## config.mk

```make
export PLATFORM = sky130hd
export DESIGN_NAME = http_chunked_body_decoder
export DESIGN_NICKNAME = d
export VERILOG_FILES = /design/src/design/hcbd_pkg.sv /design/src/design/hcbd_step.sv /design/src/design/http_chunked_body_decoder.sv
export SDC_FILE = /design/constraint.sdc
export NUM_CORES = 1
export LEC_CHECK = 0
export BUFFER_PORTS_ARGS = -buffer_cell sky130_fd_sc_hd__clkbuf_2
export CAP_MARGIN = 30
export CORE_MARGIN = 2
export CORE_UTILIZATION = 30
export CTS_CLUSTER_DIAMETER = 120
export DETAILED_ROUTE_END_ITERATION = 8
export PLACE_DENSITY = 0.48
export REMOVE_ABC_BUFFERS = 1
export SLEW_MARGIN = 20
export SYNTH_ARGS = -nofsm -noshare
export SYNTH_HDL_FRONTEND = slang
export SYNTH_HIERARCHICAL = 1
export SYNTH_SLANG_ARGS = --single-unit
```

## constraint.sdc

```tcl
create_clock -name clk -period 6.4 [get_ports clk]
set_clock_uncertainty 0.1 [all_clocks]
set_input_delay 0.64 -clock clk [delete_from_list [all_inputs] [get_ports clk]]
set_output_delay 0.64 -clock clk [all_outputs]
set_load 0.05 [all_outputs]
```

## src/design/hcbd_pkg.sv

```systemverilog
// Shared types and constants for the chunked body decoder.
// Used by hcbd_step and http_chunked_body_decoder; no dependencies.
package hcbd_pkg;

	localparam logic [7:0] CH_CR  = 8'h0D;
	localparam logic [7:0] CH_LF  = 8'h0A;
	localparam logic [7:0] CH_SEMI = 8'h3B;
	localparam logic [7:0] CH_SP  = 8'h20;
	localparam logic [7:0] CH_TAB = 8'h09;
	localparam logic [23:0] HDR_TAIL = 24'h0D0A0D;

	typedef enum logic [3:0] {
		PH_HDR      = 4'd0,
		PH_SIZE     = 4'd1,
		PH_EXT      = 4'd2,
		PH_SIZE_LF  = 4'd3,
		PH_DATA     = 4'd4,
		PH_DATA_CR  = 4'd5,
		PH_DATA_LF  = 4'd6,
		PH_TRL_BEG  = 4'd7,
		PH_TRL_LINE = 4'd8,
		PH_TRL_LF   = 4'd9,
		PH_END_LF   = 4'd10,
		PH_DONE     = 4'd11,
		PH_ERR      = 4'd12
	} phase_t;

	typedef enum logic [1:0] {
		KIND_DATA = 2'd0,
		KIND_END  = 2'd1,
		KIND_ERR  = 2'd2
	} kind_t;

	// Decoder state apart from the size counter, whose width is a parameter.
	typedef struct packed {
		phase_t      phase;
		logic [23:0] recent;
		logic        digit_seen;
	} dec_state_t;

	typedef struct packed {
		logic       valid;
		logic [7:0] data;
		kind_t      kind;
	} result_t;

	typedef struct packed {
		logic       ok;
		logic [3:0] val;
	} hex_t;

	function automatic hex_t hex_value(input logic [7:0] c);
		hex_t h;
		h.ok  = 1'b1;
		h.val = 4'd0;
		if (c >= 8'h30 && c <= 8'h39) begin
			h.val = 4'(c - 8'h30);
		end else if (c >= 8'h41 && c <= 8'h46) begin
			h.val = 4'(c - 8'h37);
		end else if (c >= 8'h61 && c <= 8'h66) begin
			h.val = 4'(c - 8'h57);
		end else begin
			h.ok = 1'b0;
		end
		return h;
	endfunction

endpackage

```

## src/design/hcbd_step.sv

```systemverilog
// Next-state and result logic for one byte of the chunked body decoder.
// Purely combinational; depends on hcbd_pkg.
module hcbd_step import hcbd_pkg::*; #(
	parameter int SIZE_BITS = 32
) (
	input  dec_state_t           st,
	input  logic [SIZE_BITS-1:0] cnt,
	input  logic                 skip,
	input  logic [7:0]           byte_in,
	output dec_state_t           nst,
	output logic [SIZE_BITS-1:0] ncnt,
	output result_t              res
);

	phase_t               eph;
	logic [SIZE_BITS-1:0] ecnt;
	logic                 edig;
	hex_t                 hx;

	always_comb begin
		hx   = hex_value(byte_in);
		eph  = st.phase;
		ecnt = cnt;
		edig = st.digit_seen;
		// Header search with skipping off: treat byte as start of a size line
		if (st.phase == PH_HDR && !skip) begin
			eph  = PH_SIZE;
			ecnt = '0;
			edig = 1'b0;
		end

		nst            = st;
		nst.phase      = eph;
		nst.digit_seen = edig;
		ncnt           = ecnt;
		res            = '{valid: 1'b0, data: 8'h00, kind: KIND_DATA};

		unique case (eph)
			PH_HDR: begin
				nst.recent = {st.recent[15:0], byte_in};
				if (st.recent == HDR_TAIL && byte_in == CH_LF) begin
					nst.phase      = PH_SIZE;
					nst.digit_seen = 1'b0;
					ncnt           = '0;
				end
			end
			PH_SIZE: begin
				if (hx.ok) begin
					if (ecnt[SIZE_BITS-1 -: 4] != 4'd0) begin
						nst.phase = PH_ERR;
						res       = '{valid: 1'b1, data: 8'h00, kind: KIND_ERR};
					end else begin
						ncnt           = {ecnt[SIZE_BITS-5:0], hx.val};
						nst.digit_seen = 1'b1;
					end
				end else if (!edig) begin
					nst.phase = PH_ERR;
					res       = '{valid: 1'b1, data: 8'h00, kind: KIND_ERR};
				end else if (byte_in == CH_CR) begin
					nst.phase = PH_SIZE_LF;
				end else if (byte_in == CH_SEMI || byte_in == CH_SP || byte_in == CH_TAB) begin
					nst.phase = PH_EXT;
				end else begin
					nst.phase = PH_ERR;
					res       = '{valid: 1'b1, data: 8'h00, kind: KIND_ERR};
				end
			end
			PH_EXT: begin
				if (byte_in == CH_CR) nst.phase = PH_SIZE_LF;
			end
			PH_SIZE_LF: begin
				if (byte_in != CH_LF) begin
					nst.phase = PH_ERR;
					res       = '{valid: 1'b1, data: 8'h00, kind: KIND_ERR};
				end else begin
					nst.phase = (ecnt == '0) ? PH_TRL_BEG : PH_DATA;
				end
			end
			PH_DATA: begin
				ncnt = ecnt - SIZE_BITS'(1);
				if (ecnt == SIZE_BITS'(1)) nst.phase = PH_DATA_CR;
				res = '{valid: 1'b1, data: byte_in, kind: KIND_DATA};
			end
			PH_DATA_CR: begin
				if (byte_in != CH_CR) begin
					nst.phase = PH_ERR;
					res       = '{valid: 1'b1, data: 8'h00, kind: KIND_ERR};
				end else begin
					nst.phase = PH_DATA_LF;
				end
			end
			PH_DATA_LF: begin
				if (byte_in != CH_LF) begin
					nst.phase = PH_ERR;
					res       = '{valid: 1'b1, data: 8'h00, kind: KIND_ERR};
				end else begin
					nst.phase      = PH_SIZE;
					nst.digit_seen = 1'b0;
					ncnt           = '0;
				end
			end
			PH_TRL_BEG: begin
				nst.phase = (byte_in == CH_CR) ? PH_END_LF : PH_TRL_LINE;
			end
			PH_TRL_LINE: begin
				if (byte_in == CH_CR) nst.phase = PH_TRL_LF;
			end
			PH_TRL_LF: begin
				if (byte_in != CH_LF) begin
					nst.phase = PH_ERR;
					res       = '{valid: 1'b1, data: 8'h00, kind: KIND_ERR};
				end else begin
					nst.phase = PH_TRL_BEG;
				end
			end
			PH_END_LF: begin
				if (byte_in != CH_LF) begin
					nst.phase = PH_ERR;
					res       = '{valid: 1'b1, data: 8'h00, kind: KIND_ERR};
				end else begin
					nst.phase = PH_DONE;
					res       = '{valid: 1'b1, data: 8'h00, kind: KIND_END};
				end
			end
			default: begin
				// done, error and unused codes: drop the byte
			end
		endcase
	end

endmodule

```

## src/design/http_chunked_body_decoder.sv

```systemverilog
// HTTP chunked transfer body decoder, top level.
// Depends on hcbd_pkg and hcbd_step.
//
// Usage:
//   Input channel (in_valid/in_stall/in_byte) carries the raw response one
//   item (byte) at a time. Output channel (out_valid/out_stall/out_byte/kind)
//   carries payload bytes (kind 0), one end-of-body item (kind 1) or one
//   error item (kind 2). Many input items produce no output item.
//   cfg_we/cfg_wdata write skip_header; write it only while the block idles.
//   Path: an accepted item waits in the input register, is decoded
//   combinationally and its result is loaded into the result register,
//   from which the output channel takes it. Throughput: one item per clock
//   while out_stall does not hold a full result register, set by the single
//   decode step between the input register and the result register.
//   Reset: skip_header = 1, decoder in header search, no item held.
//   Stall: while out_stall holds a full result register, a held input item
//   stays in the input register and in_stall rises; nothing is lost or repeated.
//   After end of body or an error every further byte is dropped until reset.
module http_chunked_body_decoder import hcbd_pkg::*; #(
	parameter int SIZE_BITS = 32
) (
	input  logic       clk,
	input  logic       arst_n,
	input  logic       in_valid,
	output logic       in_stall,
	input  logic [7:0] in_byte,
	output logic       out_valid,
	input  logic       out_stall,
	output logic [7:0] out_byte,
	output logic [1:0] kind,
	input  logic       cfg_we,
	input  logic       cfg_wdata
);

	logic                 skip_q;
	logic                 valid_s1;
	logic [7:0]           byte_s1;
	dec_state_t           st_q;
	logic [SIZE_BITS-1:0] cnt_q;
	result_t              res_q;

	dec_state_t           st_nxt;
	logic [SIZE_BITS-1:0] cnt_nxt;
	result_t              res_nxt;
	logic                 adv;

	// Advance the decode step whenever the result register is free or draining
	assign adv      = !res_q.valid || !out_stall;
	assign in_stall = valid_s1 && !adv;

	hcbd_step #(.SIZE_BITS(SIZE_BITS)) u_step (
		.st      (st_q),
		.cnt     (cnt_q),
		.skip    (skip_q),
		.byte_in (byte_s1),
		.nst     (st_nxt),
		.ncnt    (cnt_nxt),
		.res     (res_nxt)
	);

	always_ff @(posedge clk or negedge arst_n) begin
		if (!arst_n) begin
			skip_q <= 1'b1;
		end else if (cfg_we) begin
			skip_q <= cfg_wdata;
		end
	end

	// Input register: take a new item when the held one moves on
	always_ff @(posedge clk or negedge arst_n) begin
		if (!arst_n) begin
			valid_s1 <= 1'b0;
		end else if (!in_stall) begin
			valid_s1 <= in_valid;
		end
	end

	always_ff @(posedge clk) begin
		if (!in_stall && in_valid) begin
			byte_s1 <= in_byte;
		end
	end

	// Decoder state: update only when the held item is consumed
	always_ff @(posedge clk or negedge arst_n) begin
		if (!arst_n) begin
			st_q  <= '{phase: PH_HDR, recent: 24'h000000, digit_seen: 1'b0};
			cnt_q <= '0;
		end else if (valid_s1 && adv) begin
			st_q  <= st_nxt;
			cnt_q <= cnt_nxt;
		end
	end

	// Result register: load a new result, or clear it once the old one drains
	always_ff @(posedge clk or negedge arst_n) begin
		if (!arst_n) begin
			res_q <= '0;
		end else if (adv) begin
			res_q.valid <= valid_s1 && res_nxt.valid;
			if (valid_s1 && res_nxt.valid) begin
				res_q.data <= res_nxt.data;
				res_q.kind <= res_nxt.kind;
			end
		end
	end

	assign out_valid = res_q.valid;
	assign out_byte  = res_q.data;
	assign kind      = res_q.kind;

	// A result carries only one of the three defined kinds
	a_kind_legal: assert property (@(posedge clk) disable iff (!arst_n)
		out_valid |-> (kind == KIND_DATA || kind == KIND_END || kind == KIND_ERR))
		else $error("illegal result kind");

	// End and error items carry a zero byte
	a_ctrl_zero: assert property (@(posedge clk) disable iff (!arst_n)
		(out_valid && kind != KIND_DATA) |-> (out_byte == 8'h00))
		else $error("nonzero byte on control item");

	// Payload phase never runs with nothing left to send
	a_data_cnt: assert property (@(posedge clk) disable iff (!arst_n)
		(st_q.phase == PH_DATA) |-> (cnt_q != '0))
		else $error("payload phase with zero count");

	// Once ended or failed, the decoder stays there
	a_sticky: assert property (@(posedge clk) disable iff (!arst_n)
		(st_q.phase == PH_DONE || st_q.phase == PH_ERR) |=> $stable(st_q.phase))
		else $error("left terminal phase");

endmodule
```

[Word level (Yosys, flattened, before mapping)]
Cells that the tools add are included.
Storage, ports and cells
  flip-flop bits (word level): 82
  output and inout bits: 12
  logic and storage cells: 108
Cells by class
  add/subtract/negate cells: 4
  magnitude comparators: 6
  equality and inequality tests: 19
  muxes and demuxes: 45
  reductions and logical operators: 24
Operator list (count)
  two-way mux 32 bit: 5
  case mux 32 bit (4 select lines): 1
  two-way mux 11 bit: 7
  two-way mux 4 bit: 17
  case mux 11 bit (5 select lines): 1
  case mux 4 bit (11 select lines): 1
  == test 32 x 1 -> 1 bit (second input constant): 1
  logical NOT 32 bit: 1
  subtractor 32 x 1 -> 32 bit (second input constant): 1
  == test 24 x 20 -> 1 bit (second input constant): 1
  == test 8 x 4 -> 1 bit (second input constant): 3
  == test 4 x 3 -> 1 bit (second input constant): 4
  == test 8 x 6 -> 1 bit (second input constant): 2
  greater-or-equal comparator 8 x 7 -> 1 bit (second input constant): 2
  less-or-equal comparator 8 x 7 -> 1 bit (second input constant): 2
  inequality test 8 x 4 -> 1 bit (second input constant): 2
  == test 4 bit (second input constant): 3
  logical AND 1 bit: 9
  == test 4 x 2 -> 1 bit (second input constant): 2
  greater-or-equal comparator 8 x 6 -> 1 bit (second input constant): 1
  less-or-equal comparator 8 x 6 -> 1 bit (second input constant): 1
  logical NOT 4 bit: 2
  two-way mux 1 bit: 8
  subtractor 4 x 3 -> 4 bit (second input constant): 2
  10 further kinds: 19

[Depth between registers and ports, before layout]
Gate-level depths: netlist (run 1).
  depth in word-level cells: 10
  depth in mapped cells: 15
  gate-level depth less buffers: 11

[Cells and area by module]
Netlist (run 1), hierarchy kept.
Modules (own cells, without submodules)
  http_chunked_body_decoder: times used 1, cells an instance 170, area an instance 3319.4 sq um
  hcbd_step: times used 1, cells an instance 408, area an instance 2565.0 sq um

[Worst setup path after synthesis (run 1)]
Ideal clock, no wire load.
  kind: register -> register
  from: reg st_q[26] in the netlist's numbering
  to: reg cnt_q[14]
  arrival: 3688 ps
  required time: 6175 ps
  setup slack: 2487 ps
  cell stages (with the launch flop): 16
  path buffers: 5
  clock period less this slack: 3913 ps
  cell sequence: dfrtp_1 clkbuf_1 nor4_1 nand2_1 clkbuf_1 clkbuf_1 clkbuf_1 nand2_1 ha_1 clkbuf_1 nand4_1 o41ai_1 mux2i_1 nor2_1 a221o_1 mux2_4
On the way
  longest elaborated chain between the ends: 7
  elaborated cells on any way between the ends: 15
Ends and longest elaborated chain
  start, declared: line http_chunked_body_decoder.sv:38  | dec_state_t st_q;
  start signal, assigned: line http_chunked_body_decoder.sv:87  | st_q <= '{phase: PH_HDR, recent: 24'h000000, digit_seen: 1'b0};
  start signal, assigned: line http_chunked_body_decoder.sv:90  | st_q <= st_nxt;
  branches (longest 6 deep; another with subtractor 32 x 1 -> 32 bit)
  case mux 32 bit (4 select lines) (*): line hcbd_step.sv:38  | unique case (eph)
  net cnt_nxt[14]: line http_chunked_body_decoder.sv:43  | logic [SIZE_BITS-1:0] cnt_nxt;
  end signal, assigned: line http_chunked_body_decoder.sv:91  | cnt_q <= cnt_nxt;
  end, declared: line http_chunked_body_decoder.sv:39  | logic [SIZE_BITS-1:0] cnt_q;
Mark *: on every way through the listed nets, which the timed path passes.
A chain may end at the register's enable or synchronous reset.

[Worst setup path in the final report (run 1)]
  from: reg st_q[25] in the netlist's numbering
  to: reg cnt_q[14]
Same word-level chain as after synthesis.

==> summary.txt, run 1 <==
Clock tree
  – TritonCTS Buffers: 9
  – PostCTS Resize Cnt: 0
  – Hold-fix buffers at CTS: 0
  – CTS tree: built
  – Bufs on Longest Clock Path: 2
  – Clk_lat worst skew: 0.35 ns
  – Post-CTS setup buffers: 0
  – Clock transition at the registers of the reported paths: 0.07 ns
  – Clock root buffer: clkbuf_16
  – CTS H-tree depth: 3
  – CTS Sinks: 82

GRT
  – Global-route congestion overflow total: 0
  – GR Util All Layers: 0.152
  – Largest net degree at the start of global routing: 48
  – Initial antenna violation count: 0
  – First-pass GRT wire length: 25000 um
  – Vias in the first global route: 4607

Setup path
  – Most used cell, CP: nand2_1
  – Crit path max fanout: 19
  – Data required, critical path: 6.54 ns
  – Largest stage delay, worst path: 0.75 ns
  – CP Class: register to register
  – Slowest-stage cell, CP: nor4_1
  – Critical Path AT: 4.97 ns
  – R2R depth: 10
  – CP startpoint kind: register
  – CP endpoint kind: register
  – Cells along the critical path: nor4_1 -> nand2_1 -> nand2_1 -> ha_1 -> nand4_1 -> o41ai_1 -> mux2i_1 -> nor2_1 -> a221o_1 -> mux2_4

Status
  – Status: finished clean

Layout
  – Share of cells above drive strength 1: 0.267
  – Layout Cells excl Fill: around 850
  – Fin area: 0.00645 sq mm
  – Antenna diodes: 0
  – Finished Core Util: 0.334
  – Fin nets: 603
  – Area grow syn2layout: 9.61%

Floorplanning
  – Die H: 144 um
  – Rows: 51
  – Die ar.: 0.0208 sq mm
  – Starting density of the core: 0.304
  – Core area: between 0.015 and 0.02 sq mm
  – IO Count: 26
  – Die X: 144 um

Flow run
  – Max cap viols: 0

Yosys
  – EDFF count, synth: 8
  – Syn. warnings: 6
  – Flops & latches, synth: a little over 80
  – Fraction of registers with async set/reset: 0.902
  – Cell variety after synth: 80
  – Avg Cell Area, Syn: 10.2 sq um
  – Synth Flop Type: dfrtp_1
  – Mapped Cells: 578
  – Sequential area share after synthesis: 0.356
  – Mapped cell area: 0.00588 sq mm

STA
  – Fin crit share: 0.754
  – Peak Freq: 207 MHz
  – Worst slew margin: 0.386
  – Final worst setup slack: 1.57 ns
  – Minimum clock period: 4.83 ns
  – Final Hold Fails: 0
  – RSZ-0062 raised after global routing: false
  – Setup_tns: 0 ns
  – Final max-slew violation count: 0
  – Final setup vio count: 0
  – Worst-Margin Slew: 0.921 ns

Power
  – Leak: 0.00290 uW
  – Worst ir drop on vdd: 0.000188 V
  – Power per cell area: 448 mW/mm^2

Min path
  – Worst Hold Class: input pin to async pin

Routing
  – Drt first pass iters: 5
  – Per-cell routed wire length: between 15 and 20 um
  – Drt drc: 0
  – Via total after detailed routing: 4645
  – Total Wirelength: 15100 um
  – Iteration-0 DRC count of the detailed router: between 400 and 500
  – Routed vias/inst: 5.45
  – Detail Route Antenna Nets: 0

Placed design
  – Placer Congestion: 0.842
  – Post-place setup slack: 1.69 ns
  – Placed wire-length estimate: just over 10000 um
  – Placed Cells: approximately 840
  – Post-DP Area: 0.00616 sq mm
  – Number of I/O port buffers: 25
==> power by group <==
group | internal [uW] | leakage [uW] | total, uW | switching (uW)
sequential | 683 | 0.00107 | 945 | 262
clock | 276 | 0.000140 | 502 | 226
combinational | 640 | 0.00170 | 1440 | 803
==> area by class of cell <==
| cell class | instances | area, sq um |
|---|---|---|
| multi-input combinational | 442 | 3460 |
| tap | 265 | 332 |
| clock inverter | 5 | 37.5 |
| sequential | 82 | 2090 |
| fill | 1979 | 12900 |
| timing repair buffer | 34 | 233 |
| inverter | 13 | 48.8 |
| clock buffer | 11 | 243 |
==> layer usage <==
layer | track usage | routed length, um | up-vias
li1 | - | - | 2190
met1 | 0.216 | 7260 | 2299
met2 | 0.240 | 7080 | 145
met3 | 0.0252 | 638 | 11
met4 | 0.0413 | 158 | 0
met5 | 0 | 0 | -
==> layout by cell type (no fill, tap or decap), types with 4 or more instances in the layout <==
cell type   n
ha_1        7
dfrtp_1    73
mux2_4     60
o211ai_1   19
or2_2       4
o211a_1     4
edfxtp_1    8
nor4_1     10
nor2_1     35
inv_1      13
a221o_1     7
nand2b_1    5
clkbuf_16   9
a211o_1     6
buf_4       7
a22oi_1     5
and3_1     10
a31oi_1    10
o21ai_0    13
clkbuf_2   25
nor2b_1     4
nand2_1    47
nand4_1     5
mux2_2     33
nor3_1     18
a21oi_1    33
and2_1      7
or4_1       5
nand3_1    14
o21ai_1    11
or3_1       4
==> synth_stat cells, types with 4 or more instances <==
| cell type | number | area [sq um] |
|---|---|---|
| a21oi_1 | 33 | 165 |
| and2_1 | 7 | 43.8 |
| a22oi_1 | 5 | 37.5 |
| ha_1 | 7 | 87.6 |
| a221o_1 | 7 | 70.1 |
| mux2_4 | 60 | 901 |
| edfxtp_1 | 8 | 240 |
| dfrtp_1 | 73 | 1830 |
| nor3_1 | 18 | 90.1 |
| a31oi_1 | 10 | 62.6 |
| or4_1 | 5 | 37.5 |
| buf_12 | 7 | 140 |
| or2_2 | 4 | 25.0 |
| nand4_1 | 5 | 31.3 |
| nor4_1 | 10 | 62.6 |
| and3_1 | 10 | 62.6 |
| o21ai_0 | 13 | 65.1 |
| mux2_2 | 33 | 372 |
| nor2_1 | 35 | 131 |
| a211o_1 | 6 | 52.6 |
| inv_1 | 13 | 48.8 |
| o211ai_1 | 19 | 143 |
| o211a_1 | 4 | 40.0 |
| clkbuf_1 | 27 | 101 |
| buf_2 | 5 | 25.0 |
| or3_1 | 4 | 25.0 |
| nand2b_1 | 5 | 31.3 |
| o21ai_1 | 11 | 55.1 |
| nor2b_1 | 4 | 25.0 |
| nand3_1 | 14 | 70.1 |
| nand2_1 | 48 | 180 |
==> metrics by stage <==
step | hold WS (ns) | total power, uW
after floorplan | 0.244 | 2000
after global routing | 0.157 | 3090
final | 0.132 | 2890
after CTS | 0.141 | 2890
after global placement | 0.392 | 2350
after detailed placement | 0.397 | 2370
==> critical path, delay by kind of cell, from the launching register on <==
kind / cells / cell delay, ns
simple gates: 5 / 2.19
compound gates: 2 / 0.80
flops: 1 / 0.58
fa+ha+maj: 1 / 0.54
mux: 2 / 0.48
==> sequential cells by signal, indices dropped and copies added (netlist names) <==
register	cells
st_q	29
out_byte	8
valid_s1	1
kind	2
out_valid	1
skip_q	1
cnt_q	32
byte_s1	8
==> path summary, 6_finish.rpt <==
path | endpoint | slack, ns | startpoint
setup / recovery | cnt_q[14]$_DFFE_PN0P_ | 1.57 | st_q[25]$_DFFE_PN0P_
hold / removal | cnt_q[14]$_DFFE_PN0P_ | 0.13 | arst_n
setup reg to reg | cnt_q[14]$_DFFE_PN0P_ | 1.57 | st_q[25]$_DFFE_PN0P_
hold reg to reg | out_byte[2]$_DFFE_PN0P_ | 0.41 | out_byte[2]$_DFFE_PN0P_
max in group asynchronous | out_byte[5]$_DFFE_PN0P_ | 5.48 | arst_n
min in group clk | byte_s1[1]$_DFFE_PP_ | 0.37 | in_byte[1]
==> kinds of logic after synthesis <==
group	Yosys count	synth area share
buffers and inverters	54	0.0561
adder cells (fa/ha/maj)	8	0.0166
multiplexers	94	0.218
flip-flops	82	0.356
XOR/XNOR	4	0.00595
AO/OA/AOI/OAI	146	0.173
AND/OR/NAND/NOR	190	0.175
(Power assumes the default switching activity.)
==> run 2, diff against run 1 <==
==> constraint.sdc (replaced) <==
create_clock -name clk -period 4.75 [get_ports clk]
set_clock_uncertainty 0.1 [all_clocks]
set_input_delay 0.475 -clock clk [delete_from_list [all_inputs] [get_ports clk]]
set_output_delay 0.475 -clock clk [all_outputs]
set_load 0.05 [all_outputs]
==> summary.txt, run 2 (same netlist as run 1, synthesis figures left out) <==
Clock tree
  – Clock root buffer: clkbuf_16
  – TritonCTS Buffers: 9 (unchanged)
  – PostCTS Resize Cnt: 0 (unchanged)
  – Clock transition at the registers of the reported paths: 0.07 ns (about the same)
  – Post-CTS setup buffers: 0 (unchanged)
  – Clk_lat worst skew: 0.35 ns (about the same)
  – CTS tree: built
  – CTS Sinks: 82 (unchanged)
  – CTS H-tree depth: 3 (unchanged)
  – Bufs on Longest Clock Path: 2 (unchanged)

Setup path
  – Data required, critical path: 4.88 ns (-1.66 ns)
  – Crit path max fanout: 19 (unchanged)
  – CP Class: register to register
  – CP endpoint kind: register
  – CP startpoint kind: register
  – Critical Path AT: 4.40 ns (-0.57 ns)
  – R2R depth: 11 (+1)

Routing
  – Detail Route Antenna Nets: 0 (unchanged)
  – Per-cell routed wire length: 18.0 um (+1.4%)
  – Iteration-0 DRC count of the detailed router: 462 (+12%)
  – Drt drc: 0 (unchanged)
  – Routed vias/inst: 5.50 (+0.94%)
  – Drt first pass iters: 5 (unchanged)
  – Via total after detailed routing: 4694 (+1.1%)
  – Total Wirelength: 15400 um (+1.5%)

Floorplanning
  – IO Count: 26 (unchanged)
  – Rows: 51 (unchanged)
  – Die ar.: 0.0208 sq mm (unchanged)
  – Die H: 144 um (unchanged)
  – Die X: 144 um (unchanged)
  – Starting density of the core: 0.304 (unchanged)
  – Core area: 0.0193 sq mm (unchanged)

GRT
  – Largest net degree at the start of global routing: 50 (+4.2%)
  – First-pass GRT wire length: 25200 um (+1.2%)
  – Global-route congestion overflow total: 0 (unchanged)
  – Vias in the first global route: 4652 (+0.98%)
  – Initial antenna violation count: 0 (unchanged)
  – GR Util All Layers: 0.153 (+0.000978)

Power
  – Comb pwr share: 0.499 (about the same)
  – Psw: 1760 uW (+36%)
  – Clock Power Share: 0.174 (about the same)
  – Power per cell area: 606 mW/mm^2 (+35%)
  – Worst ir drop on vdd: 0.000286 V (+52%)
  – Leak: 0.00290 uW (-0.24%)
  – Switching part of the total power: 0.451 (+0.00414)
  – Internal power: 2150 uW (+34%)
  – Seq pwr share: 0.326 (about the same)

STA
  – Fin crit share: 0.899 (+0.145)
  – Worst-Margin Slew: 0.891 ns (-0.0300 ns)
  – Final worst setup slack: 0.478 ns (-1.09 ns)
  – Worst slew margin: 0.406 (+0.0200)
  – Final max-slew violation count: 0 (unchanged)
  – Peak Freq: 234 MHz (+13%)
  – RSZ-0062 raised after global routing: false
  – Minimum clock period: 4.27 ns (-0.556 ns)
  – Final Hold Fails: 0 (unchanged)
  – Final setup vio count: 0 (unchanged)
  – Setup_tns: 0 ns (unchanged)

Placed design
  – Placer Congestion: 0.859 (+2.0%)
  – Placed wire-length estimate: 10200 um (+0.10%)
  – Post-place setup slack: 0.516 ns (-1.18 ns)
  – Number of I/O port buffers: 25 (unchanged)

Layout
  – Largest regs: cnt_q: 32 flops, st_q: 29 flops
  – Area grow syn2layout: 9.61% (unchanged)
  – Fin nets: 604 (+0.17%)
  – Share of cells above drive strength 1: 0.265 (-0.00216)
  – Register name with the most flops: cnt_q
  – Fillers: 1972 (-0.35%)
  – Most common cell after layout, fill and taps aside: dfrtp_1
  – Most frequent cells in the layout: 73 x dfrtp_1, 60 x mux2_4, 48 x nand2_1
  – Antenna diodes: 0 (unchanged)
  – Max reg flops: 32 (unchanged)

Min path
  – Worst Hold Class: input pin to register
  – Hold depth: 1

Status
  – Status: finished clean

Flow run
  – Max cap viols: 0 (unchanged)
run 2: stage by stage:
step           total power [uW]  std cells  hold slack, ns   util  instance area (sq um)
2_1_floorplan              2690        537          0.0794      -                   5600
3_3_place_gp               3190        834           0.392  0.316                   6110
3_5_place_dp               3210        836           0.343  0.319                   6160
4_1_cts                    3920        853           0.180  0.334                   6450
5_1_grt                    4170        853           0.192  0.334                   6450
6_report                   3910        853           0.198  0.334                   6450
run 2: what timing repair did:
action                     CTS  global route
hold buffers                 1             0
hold endpoints to repair    24             0
setup endpoints to repair    0             0
run 2: power groups by stage:
stage                     clock network, uW  logic (uW)  registers [uW]
after global routing                    727        2120            1320
after CTS                               708        1940            1270
final                                   681        1950            1280
after floorplan                           0        1410            1280
after detailed placement                  0        1930            1280
after global placement                    0        1910            1270
run 2: critical path, cell delays in order, from the launching register on:
cell and delay (ns):
dfrtp_1 0.58, nor4_1 0.69, nand2_1 0.48, nand2_1 0.26, ha_1 0.17, buf_4 0.20
nand4_1 0.33, o41ai_1 0.50, mux2i_1 0.25, nor2_1 0.06, a221o_1 0.27, mux2_4 0.25
run 2: path summary, 6_finish.rpt:
check | start | end | slack [ns]
max | st_q[25]$_DFFE_PN0P_ | cnt_q[14]$_DFFE_PN0P_ | 0.48
min | in_byte[0] | byte_s1[0]$_DFFE_PP_ | 0.20
max reg2reg | st_q[25]$_DFFE_PN0P_ | cnt_q[14]$_DFFE_PN0P_ | 0.48
min reg2reg | out_byte[7]$_DFFE_PN0P_ | out_byte[7]$_DFFE_PN0P_ | 0.42
max in group asynchronous | arst_n | out_byte[0]$_DFFE_PN0P_ | 3.46
min in group asynchronous | arst_n | cnt_q[16]$_DFFE_PN0P_ | 0.50
run 2: final cells by class:
| class | instances | area, sq um | share of cell area |
|---|---|---|---|
| timing repair buffer | 35 | 225 | 0.0349 |
| clock inverter | 6 | 50.0 | 0.00776 |
| inverter | 13 | 48.8 | 0.00757 |
| tap | 265 | 332 | 0.0514 |
| clock buffer | 10 | 229 | 0.0355 |
| multi-input combinational | 442 | 3470 | 0.538 |
| sequential | 82 | 2090 | 0.325 |
run 2: routing by layer:
metal,routed length (um),track usage
met4,214,0.0439
met3,590,0.0295
met1,7360,0.216
met2,7200,0.239
met5,0,0
